[config.mk]
export PLATFORM = sky130hd
export DESIGN_NAME = first_fit_offset_allocator
export DESIGN_NICKNAME = d
export VERILOG_FILES = /design/src/rtl/ffoa_pkg.sv /design/src/rtl/first_fit_offset_allocator.sv
export SDC_FILE = /design/constraint.sdc
export NUM_CORES = 2
export LEC_CHECK = 0
export BUFFER_PORTS_ARGS = -buffer_cell sky130_fd_sc_hd__buf_2
export CAP_MARGIN = 20
export CORE_UTILIZATION = 40
export CTS_CLUSTER_SIZE = 12
export DETAILED_ROUTE_END_ITERATION = 6
export PLACE_DENSITY = 0.63
export SYNTH_ARGS = -nofsm -noshare
export SYNTH_HDL_FRONTEND = slang
export SYNTH_SLANG_ARGS = --single-unit
[constraint.sdc]
create_clock -name i_clk -period 18 [get_ports i_clk]
set_clock_uncertainty 0.15 [all_clocks]
set_input_delay 3.6 -clock i_clk [delete_from_list [all_inputs] [get_ports i_clk]]
set_output_delay 3.6 -clock i_clk [all_outputs]
set_load 0.02 [all_outputs]
[src/rtl/ffoa_pkg.sv]
// Shared codes for the first-fit offset allocator.
// Holds the request action codes and the result status codes.
// No dependencies.
package ffoa_pkg;

    // Request action
    localparam logic ACT_ALLOC = 1'b0;
    localparam logic ACT_FREE  = 1'b1;

    // Result status
    localparam logic [1:0] ST_OK        = 2'd0;
    localparam logic [1:0] ST_NOT_FOUND = 2'd1;
    localparam logic [1:0] ST_FULL      = 2'd2;
    localparam logic [1:0] ST_RANGE     = 2'd3;

    // Fixed field widths
    localparam int unsigned FIELD_W  = 32;
    localparam int unsigned STATUS_W = 2;

endpackage

[src/rtl/first_fit_offset_allocator.sv]
// First-fit offset allocator: a sorted segment table held in two memories.
// Depends on ffoa_pkg for action and status codes.
//
//  channel | direction | handshake                      | words
//  --------+-----------+--------------------------------+------------------------------------
//  request | in        | i_in_valid / o_in_stall        | i_action, i_req_size, i_free_offset
//  result  | out       | o_out_valid / i_out_stall      | o_alloc_offset, o_freed_size,
//          |           |                                | o_status
//
// Operation: one request at a time. The table is read one entry per cycle through the
// memory read port, then entries are moved one per cycle through the write port.
// Entries scanned plus entries moved never pass the segment count plus one.
// Reset clears the segment count and the control state; the table needs no clearing.
// A result waits in its output register while the result side stalls; the next request
// is taken meanwhile and held in its last cycle until the output register frees up.
module first_fit_offset_allocator #(
    parameter int unsigned MAX_SEGMENTS = 64,
    parameter int unsigned ADDR_WIDTH   = 32
) (
    input  logic        i_clk,
    input  logic        i_rst_n,
    // request channel
    input  logic        i_in_valid,
    output logic        o_in_stall,
    input  logic        i_action,
    input  logic [31:0] i_req_size,
    input  logic [31:0] i_free_offset,
    // result channel
    output logic        o_out_valid,
    input  logic        i_out_stall,
    output logic [31:0] o_alloc_offset,
    output logic [31:0] o_freed_size,
    output logic [1:0]  o_status
);

    localparam int unsigned FW = ffoa_pkg::FIELD_W;
    localparam int unsigned SW = ffoa_pkg::STATUS_W;
    localparam int unsigned IW = $clog2(MAX_SEGMENTS);
    localparam int unsigned CW = $clog2(MAX_SEGMENTS + 1);
    localparam logic [FW:0] LIMIT = (FW+1)'(1) << ADDR_WIDTH;

    typedef enum logic [2:0] {
        S_IDLE,
        S_ASCAN,
        S_ADEC,
        S_ASHIFT,
        S_FSCAN,
        S_FSHIFT,
        S_FIN
    } t_state;

    // segment table
    logic [FW-1:0] mem_start [MAX_SEGMENTS];
    logic [FW-1:0] mem_size  [MAX_SEGMENTS];
    logic          mem_we;
    logic [IW-1:0] mem_waddr;
    logic [IW-1:0] mem_raddr;
    logic [FW-1:0] mem_wstart;
    logic [FW-1:0] mem_wsize;
    logic [FW-1:0] r_rd_start;
    logic [FW-1:0] r_rd_size;

    // control state
    t_state        r_state, n_state;
    logic [CW-1:0] r_count, n_count;
    logic [CW-1:0] r_idx,   n_idx;
    logic [CW-1:0] r_ridx,  n_ridx;
    logic [CW-1:0] r_ins,   n_ins;
    logic [CW-1:0] r_left,  n_left;
    logic          r_dv,    n_dv;
    logic          r_out_valid, n_out_valid;

    // working payload
    logic [FW:0]   r_pos, n_pos;
    logic [FW-1:0] r_need, n_need;
    logic [FW-1:0] r_where, n_where;
    logic [FW-1:0] r_prev_start, n_prev_start;
    logic          r_have_prev, n_have_prev;
    logic [FW-1:0] r_brk_start, n_brk_start;
    logic          r_broke, n_broke;
    logic [FW-1:0] r_res_offset, n_res_offset;
    logic [FW-1:0] r_res_size, n_res_size;
    logic [SW-1:0] r_res_status, n_res_status;
    logic [FW-1:0] r_out_offset;
    logic [FW-1:0] r_out_size;
    logic [SW-1:0] r_out_status;
    logic          out_load;

    // datapath helpers
    logic [FW:0]   rd_start_x;
    logic [FW:0]   gap;
    logic [FW:0]   pos_sum;
    logic [FW+1:0] pos_end;
    logic          last_entry;
    logic          start_taken;
    logic          out_of_range;
    logic [CW-1:0] idx_up;
    logic [CW-1:0] idx_dn;

    assign rd_start_x   = {1'b0, r_rd_start};
    assign gap          = (rd_start_x >= r_pos) ? (rd_start_x - r_pos) : '0;
    assign pos_sum      = rd_start_x + {1'b0, r_rd_size};
    assign pos_end      = {1'b0, r_pos} + {2'b00, r_need};
    assign last_entry   = ((r_ridx + CW'(1)) == r_count);
    assign start_taken  = (r_have_prev && ({1'b0, r_prev_start} == r_pos)) ||
                          (r_broke && ({1'b0, r_brk_start} == r_pos));
    assign out_of_range = (r_pos >= LIMIT) || (pos_end > {1'b0, LIMIT});
    assign idx_up       = r_ridx + CW'(1);
    assign idx_dn       = r_ridx - CW'(1);

    // sequence the scan, decision and move phases
    always_comb begin
        n_state      = r_state;
        n_count      = r_count;
        n_idx        = r_idx;
        n_ridx       = r_ridx;
        n_ins        = r_ins;
        n_left       = r_left;
        n_dv         = 1'b0;
        n_out_valid  = r_out_valid && i_out_stall;
        n_pos        = r_pos;
        n_need       = r_need;
        n_where      = r_where;
        n_prev_start = r_prev_start;
        n_have_prev  = r_have_prev;
        n_brk_start  = r_brk_start;
        n_broke      = r_broke;
        n_res_offset = r_res_offset;
        n_res_size   = r_res_size;
        n_res_status = r_res_status;
        out_load     = 1'b0;
        mem_we       = 1'b0;
        mem_raddr    = r_idx[IW-1:0];
        mem_waddr    = idx_up[IW-1:0];
        mem_wstart   = r_rd_start;
        mem_wsize    = r_rd_size;

        case (r_state)
            S_IDLE: begin
                if (i_in_valid) begin
                    n_need       = i_req_size;
                    n_where      = i_free_offset;
                    n_pos        = '0;
                    n_have_prev  = 1'b0;
                    n_broke      = 1'b0;
                    n_idx        = '0;
                    n_ins        = '0;
                    n_res_offset = '0;
                    n_res_size   = '0;
                    n_res_status = ffoa_pkg::ST_OK;
                    if (i_action == ffoa_pkg::ACT_FREE) begin
                        if (r_count == '0) begin
                            n_res_status = ffoa_pkg::ST_NOT_FOUND;
                            n_state      = S_FIN;
                        end else begin
                            n_state = S_FSCAN;
                        end
                    end else begin
                        n_state = (r_count == '0) ? S_ADEC : S_ASCAN;
                    end
                end
            end

            S_ASCAN: begin
                // stream reads, one entry a cycle
                if (r_idx < r_count) begin
                    n_idx  = r_idx + CW'(1);
                    n_dv   = 1'b1;
                    n_ridx = r_idx;
                end
                // stop at the first gap that fits, else advance past the segment
                if (r_dv) begin
                    if (gap >= {1'b0, r_need}) begin
                        n_ins       = r_ridx;
                        n_broke     = 1'b1;
                        n_brk_start = r_rd_start;
                        n_state     = S_ADEC;
                    end else begin
                        n_pos        = pos_sum;
                        n_prev_start = r_rd_start;
                        n_have_prev  = 1'b1;
                        if (last_entry) begin
                            n_ins   = r_count;
                            n_state = S_ADEC;
                        end
                    end
                end
            end

            S_ADEC: begin
                // start already held by a segment: report it, add nothing
                if (start_taken) begin
                    n_res_offset = r_pos[FW-1:0];
                    n_state      = S_FIN;
                end else if (out_of_range) begin
                    n_res_status = ffoa_pkg::ST_RANGE;
                    n_state      = S_FIN;
                end else if (r_count >= CW'(MAX_SEGMENTS)) begin
                    n_res_status = ffoa_pkg::ST_FULL;
                    n_state      = S_FIN;
                end else begin
                    n_res_offset = r_pos[FW-1:0];
                    n_left       = r_count - r_ins;
                    n_idx        = r_count - CW'(1);
                    n_state      = S_ASHIFT;
                end
            end

            S_ASHIFT: begin
                // move entries up by one, top first
                if (r_left != '0) begin
                    n_idx  = r_idx - CW'(1);
                    n_left = r_left - CW'(1);
                    n_dv   = 1'b1;
                    n_ridx = r_idx;
                end
                if (r_dv) begin
                    mem_we    = 1'b1;
                    mem_waddr = idx_up[IW-1:0];
                end else if (r_left == '0) begin
                    // drop the new segment into the opened slot
                    mem_we     = 1'b1;
                    mem_waddr  = r_ins[IW-1:0];
                    mem_wstart = r_pos[FW-1:0];
                    mem_wsize  = r_need;
                    n_count    = r_count + CW'(1);
                    n_state    = S_FIN;
                end
            end

            S_FSCAN: begin
                if (r_idx < r_count) begin
                    n_idx  = r_idx + CW'(1);
                    n_dv   = 1'b1;
                    n_ridx = r_idx;
                end
                // look for the exact start
                if (r_dv) begin
                    if (r_rd_start == r_where) begin
                        n_res_size = r_rd_size;
                        n_ins      = r_ridx;
                        n_left     = r_count - r_ridx - CW'(1);
                        n_idx      = r_ridx + CW'(1);
                        n_dv       = 1'b0;
                        n_state    = S_FSHIFT;
                    end else if (last_entry) begin
                        n_res_status = ffoa_pkg::ST_NOT_FOUND;
                        n_state      = S_FIN;
                    end
                end
            end

            S_FSHIFT: begin
                // close the hole: move entries down by one, bottom first
                if (r_left != '0) begin
                    n_idx  = r_idx + CW'(1);
                    n_left = r_left - CW'(1);
                    n_dv   = 1'b1;
                    n_ridx = r_idx;
                end
                if (r_dv) begin
                    mem_we    = 1'b1;
                    mem_waddr = idx_dn[IW-1:0];
                end else if (r_left == '0) begin
                    n_count = r_count - CW'(1);
                    n_state = S_FIN;
                end
            end

            S_FIN: begin
                // hold until the output register is free
                if (!r_out_valid || !i_out_stall) begin
                    out_load    = 1'b1;
                    n_out_valid = 1'b1;
                    n_state     = S_IDLE;
                end
            end

            default: begin
                n_state = S_IDLE;
            end
        endcase
    end

    // control registers
    always_ff @(posedge i_clk) begin
        if (!i_rst_n) begin
            r_state     <= S_IDLE;
            r_count     <= '0;
            r_idx       <= '0;
            r_ridx      <= '0;
            r_ins       <= '0;
            r_left      <= '0;
            r_dv        <= 1'b0;
            r_out_valid <= 1'b0;
        end else begin
            r_state     <= n_state;
            r_count     <= n_count;
            r_idx       <= n_idx;
            r_ridx      <= n_ridx;
            r_ins       <= n_ins;
            r_left      <= n_left;
            r_dv        <= n_dv;
            r_out_valid <= n_out_valid;
        end
    end

    // working and result payload
    always_ff @(posedge i_clk) begin
        r_pos        <= n_pos;
        r_need       <= n_need;
        r_where      <= n_where;
        r_prev_start <= n_prev_start;
        r_have_prev  <= n_have_prev;
        r_brk_start  <= n_brk_start;
        r_broke      <= n_broke;
        r_res_offset <= n_res_offset;
        r_res_size   <= n_res_size;
        r_res_status <= n_res_status;
        if (out_load) begin
            r_out_offset <= r_res_offset;
            r_out_size   <= r_res_size;
            r_out_status <= r_res_status;
        end
    end

    // segment table memories, registered read
    always_ff @(posedge i_clk) begin
        if (mem_we) begin
            mem_start[mem_waddr] <= mem_wstart;
            mem_size[mem_waddr]  <= mem_wsize;
        end
        r_rd_start <= mem_start[mem_raddr];
        r_rd_size  <= mem_size[mem_raddr];
    end

    assign o_in_stall     = (r_state != S_IDLE);
    assign o_out_valid    = r_out_valid;
    assign o_alloc_offset = r_out_offset;
    assign o_freed_size   = r_out_size;
    assign o_status       = r_out_status;

    // segment count never passes the table depth
    a_count_bound: assert property (@(posedge i_clk) disable iff (!i_rst_n)
        r_count <= CW'(MAX_SEGMENTS))
        else $error("segment count beyond table depth");

    // scans only read the table
    a_scan_no_write: assert property (@(posedge i_clk) disable iff (!i_rst_n)
        (r_state == S_ASCAN || r_state == S_FSCAN) |-> !mem_we)
        else $error("table written during a scan");

    // the count moves only at the end of a move phase
    a_count_change: assert property (@(posedge i_clk) disable iff (!i_rst_n)
        !$stable(r_count) |-> ($past(r_state) == S_ASHIFT || $past(r_state) == S_FSHIFT))
        else $error("segment count changed outside a move phase");

    // a new result is loaded only when the output register is free
    a_out_load: assert property (@(posedge i_clk) disable iff (!i_rst_n)
        out_load |-> (!r_out_valid || !i_out_stall))
        else $error("result overwritten while stalled");

endmodule

==> results by group <==
Global route
  • All-Layer GR Usage: a little under a quarter
  • Met2 track utilization from global routing: roughly 37%
  • Initial antenna violation count: 36
  • First-pass GRT wire length: just over 700 mm
  • Routing usage on met1: between 30% and 40%
  • GR peak layer: met2
  • Met3 usage in global routing: 4.53%
  • GRT overflow: 0
  • Largest net degree at the start of global routing: ~160
  • Vias in the first global route: 88100

Routing
  • Drt first pass iters: 7
  • Via Count: 89300
  • DRT iter0 DRCs: 12900
  • Vias per cell: 6.07
  • Final wirelength: ~530 mm
  • Routed WL per cell: 35.8 microns
  • DRC viols: 132
  • Post-DRT Antenna Nets: 0

Finish
  • Fill cells: between 30000 and 40000
  • Final Non-Filler Cells: approximately 15000
  • Register area: between 100000 and 150000 sq um
  • Area Overhead vs Synth: 13.0%
  • Design Area, Final: between 200000 and 250000 sq um
  • Nets: 8745
  • Multi-input gate area in the final layout: approximately 43000 sq um
  • Layout cells sized above 1: roughly 28%

STA
  • Final Max Slew Viols: 0
  • Period utilization: between 50 and 60%
  • WHS: 0.266 ns
  • Final setup vio count: 0
  • Slew Limit Headroom: a little under a fifth
  • Final min period: between 9 and 10 ns
  • Unrepaired setup endpoints after global routing: no
  • Setup TNS Final: 0 ns
  • Final hold violation count: 0
  • Max Freq: about 110 MHz
  • Least-Margin Pin Slew: 1.23 ns

Die
  • Core area: around 440000 sq um
  • Die width: ~670 microns
  • Initial core utilization: around two fifths
  • Die Span Y: around 670 microns
  • Number of I/O pins: around 140
  • Rows: 244
  • DIE AREA: 446000 sq um

Logic synthesis
  • Synth Cell Area: about 180000 sq um
  • Fraction of registers with async set/reset: 0%
  • EDFF count, synth: around 4400
  • XOR/XNOR Fraction of Synth Area: less than 1%
  • Average cell area after synthesis: roughly 22 sq um
  • Sequential share of the synthesized area: about three quarters
  • Flops & latches, synth: about 4500
  • Mux cell area share after synthesis: 17.2%
  • Dominant synthesized flop cell: edfxtp_1
  • Largest family of logic cells by synthesized area: multiplexers
  • Post-synthesis adder-cell area fraction: under 10%
  • Area fraction in compound gates after synthesis: 2.11%
  • Synth unique cells: 92
  • Yosys warnings: 0
  • Syn nets: 8276
  • Synth Area in Simple Gates: under 10%
  • Mapped Cells: a little over 8000

Critical path
  • Worst Path Required: 18.45 ns
  • Chain of cells forming the critical path: ha_1 -> inv_1 -> fa_1 -> a21o_1 -> a21oi_1 -> o221ai_1 -> a2111oi_2 -> o31a_1 -> nor2_1 -> or4b_2 -> a31oi_1 -> xor2_1 -> nor2_1 -> ha_1 -> a21o_1 -> a21o_1 -> a21oi_1 -> nor2b_1 -> nand4_1 -> a221o_1 -> or2_2 -> nor2_1 -> and2_2 -> or2_2
  • Reg2reg setup slack: 8.83 ns
  • R2R depth: 24
  • End of the worst register-to-register path: r_pos[0]
  • Slowest-stage cell, CP: and2_2
  • CP max stage delay: about 0.95 ns
  • Reg-to-reg critical path startpoint: r_pos[0]
  • CP arrival: between 9 and 10 ns
  • WS Path Type: register to register
  • Crit path max fanout: 34
  • Critical Path Source Type: register
  • Crit end category: register

Clock network
  • Skew-Pair Late Insertion Delay: between 1 and 1.5 ns
  • CTS tree: done
  • H-tree levels: 5
  • Post-CTS Setup Bufs: 0
  • Root Driver: clkbuf_16
  • # hold bufs at CTS: 0
  • Max Root-Sink Buffers: 4
  • Worst-path clk slew: 0.06 ns
  • Clk sinks: ~4500
  • CTS buffer count: 441
  • CTS resizes: 0

Worst hold path
  • Hold Path End: o_alloc_offset[24]
  • Worst hold start: r_res_offset[24]
  • Worst hold path type: register to register
  • Hold Path Stages: 0

Placement
  • DP Area: 187000 sq um
  • Placed Cells: between 10000 and 15000
  • Number of port buffers: around 140
  • DP Wirelength: between 200 and 300 mm
  • Placer Congestion: ~0.93

Power
  • Total power: 32.4 mW
  • Leakage power: around 60 nW
  • Max VDD drop: 118 uV
  • Power Density: roughly 160 nW/um^2

Run status
  • Failing checks: DRC
  • Status: finished, violations left

Flow run
  • Max-cap viol count: 0
==> metrics by stage <==
stage	worst slack (ns)	util, %
final	8.83	45.4
after global routing	8.42	45.4
after CTS	8.71	45.4
after detailed placement	8.76	42.5
after global placement	8.66	42.4
after floorplan	10.60	-
==> per-layer routing <==
metal | wire length, microns | share of wire, % | vias up
li1 | - | - | 34800
met1 | 207000 | 39 | 48400
met2 | 248000 | 47 | 5248
met3 | 53000 | 10 | 839
met4 | 18400 | 3.5 | 8
met5 | 52 | 0.0099 | -
==> cell type report <==
type	count	share of cell area, %
inverter	143	0.268
timing repair buffer	412	1.50
clock buffer	604	5.91
multi-input combinational	3024	21.3
antenna	11	0.0137
sequential	4495	66.9
tap	5904	3.69
clock inverter	103	0.500
==> logic make-up (layout without fill, tap and decap cells) <==
group	Yosys count	in the layout
flops	4495	4495
mux	1359	1359
simple gates	747	747
compound gates	562	562
buf+inv	529	1262
xor+xnor	197	197
fa+ha+maj	159	159
other cells	0	11
==> layout by cell type (no fill, tap or decap), types with 26 or more instances in the layout <==
cell	netlist	layout
edfxtp_1	4391	4391
mux4_2	1344	1344
clkbuf_16	0	446
buf_4	5	256
nor2_1	264	198
nand2_1	188	187
ha_1	154	154
clkbuf_1	292	150
inv_1	142	141
buf_2	14	136
a21oi_1	131	130
xnor2_1	106	106
dfxtp_1	104	98
xor2_1	91	91
a21o_1	70	70
o21ai_0	128	66
nor2_4	0	65
o21ai_4	0	62
nand3_1	59	59
nand4_1	39	39
and2_1	39	38
nor3_1	37	37
clkinv_1	1	37
clkinv_2	0	28
nor4_1	26	26
==> worst max-delay path: cells and delay by family (launching register included) <==
family,cells,cell delay [ns]
and+or+nand+nor,9,3.85
AOI/OAI and AO/OA,10,2.95
DFF,1,0.52
xor gates and xnor gates,1,0.19
buffers and inverters,1,0.07
adders and majority gates,3,0.97
==> cell usage after synthesis (all sizes together) (9+ instances only) <==
| cell type | n | area (sq um) |
|---|---|---|
| o2111ai | 14 | 129 |
| a211oi | 23 | 183 |
| clkbuf | 293 | 1100 |
| nand3 | 59 | 295 |
| xnor2 | 106 | 928 |
| or2 | 11 | 68.8 |
| a21o | 71 | 534 |
| nor2b | 17 | 106 |
| buf | 93 | 393 |
| nor4 | 26 | 163 |
| mux2i | 11 | 110 |
| a221oi | 13 | 114 |
| dfxtp | 104 | 2080 |
| o31ai | 9 | 67.6 |
| o221ai | 11 | 96.3 |
| edfxtp | 4391 | 132000 |
| a31oi | 12 | 75.1 |
| a21oi | 133 | 673 |
| ha | 154 | 1930 |
| o21bai | 14 | 105 |
| xor2 | 91 | 797 |
| nand4 | 39 | 244 |
| and3 | 12 | 75.1 |
| o22ai | 23 | 144 |
| nand2b | 20 | 125 |
| o21a | 14 | 105 |
| nand2 | 188 | 706 |
| nor3 | 38 | 195 |
| o211ai | 14 | 105 |
| or3 | 11 | 68.8 |
| nor2 | 264 | 991 |
| o21ai | 140 | 712 |
| inv | 142 | 533 |
| and2 | 40 | 253 |
| mux4 | 1344 | 30300 |
==> sequential cells by signal, indices dropped and copies added (netlist names), 32 cells and up <==
| signal | count |
|---|---|
| r_res_offset | 32 |
| r_where | 32 |
| r_brk_start | 32 |
| mem_start | 2048 |
| r_res_size | 32 |
| o_alloc_offset | 32 |
| r_rd_start | 32 |
| o_freed_size | 32 |
| r_rd_size | 32 |
| r_prev_start | 32 |
| mem_size | 2048 |
| r_pos | 33 |
| r_need | 32 |
==> how the worst max path moves through the flow <==
stage | startpoint | endpoint | slack [ns] | cells after the start
final | r_pos[0] | r_pos[0] | 8.83 | 24
after global placement | r_pos[0] | r_pos[0] | 8.66 | 24
after floorplan | i_out_stall | o_alloc_offset[0] | 10.60 | 1
after global routing | r_pos[0] | r_pos[0] | 8.42 | 24
after detailed placement | r_pos[0] | r_pos[2] | 8.76 | 24
after CTS | r_pos[0] | r_pos[0] | 8.71 | 24
==> report_power, final <==
group	switching [mW]	total (mW)	internal, mW
Clock	3.85	8.54	4.70
Sequential	0.476	14.0	13.5
Combinational	6.10	9.88	3.77
No activity file was read; power rests on OpenSTA's default activity.
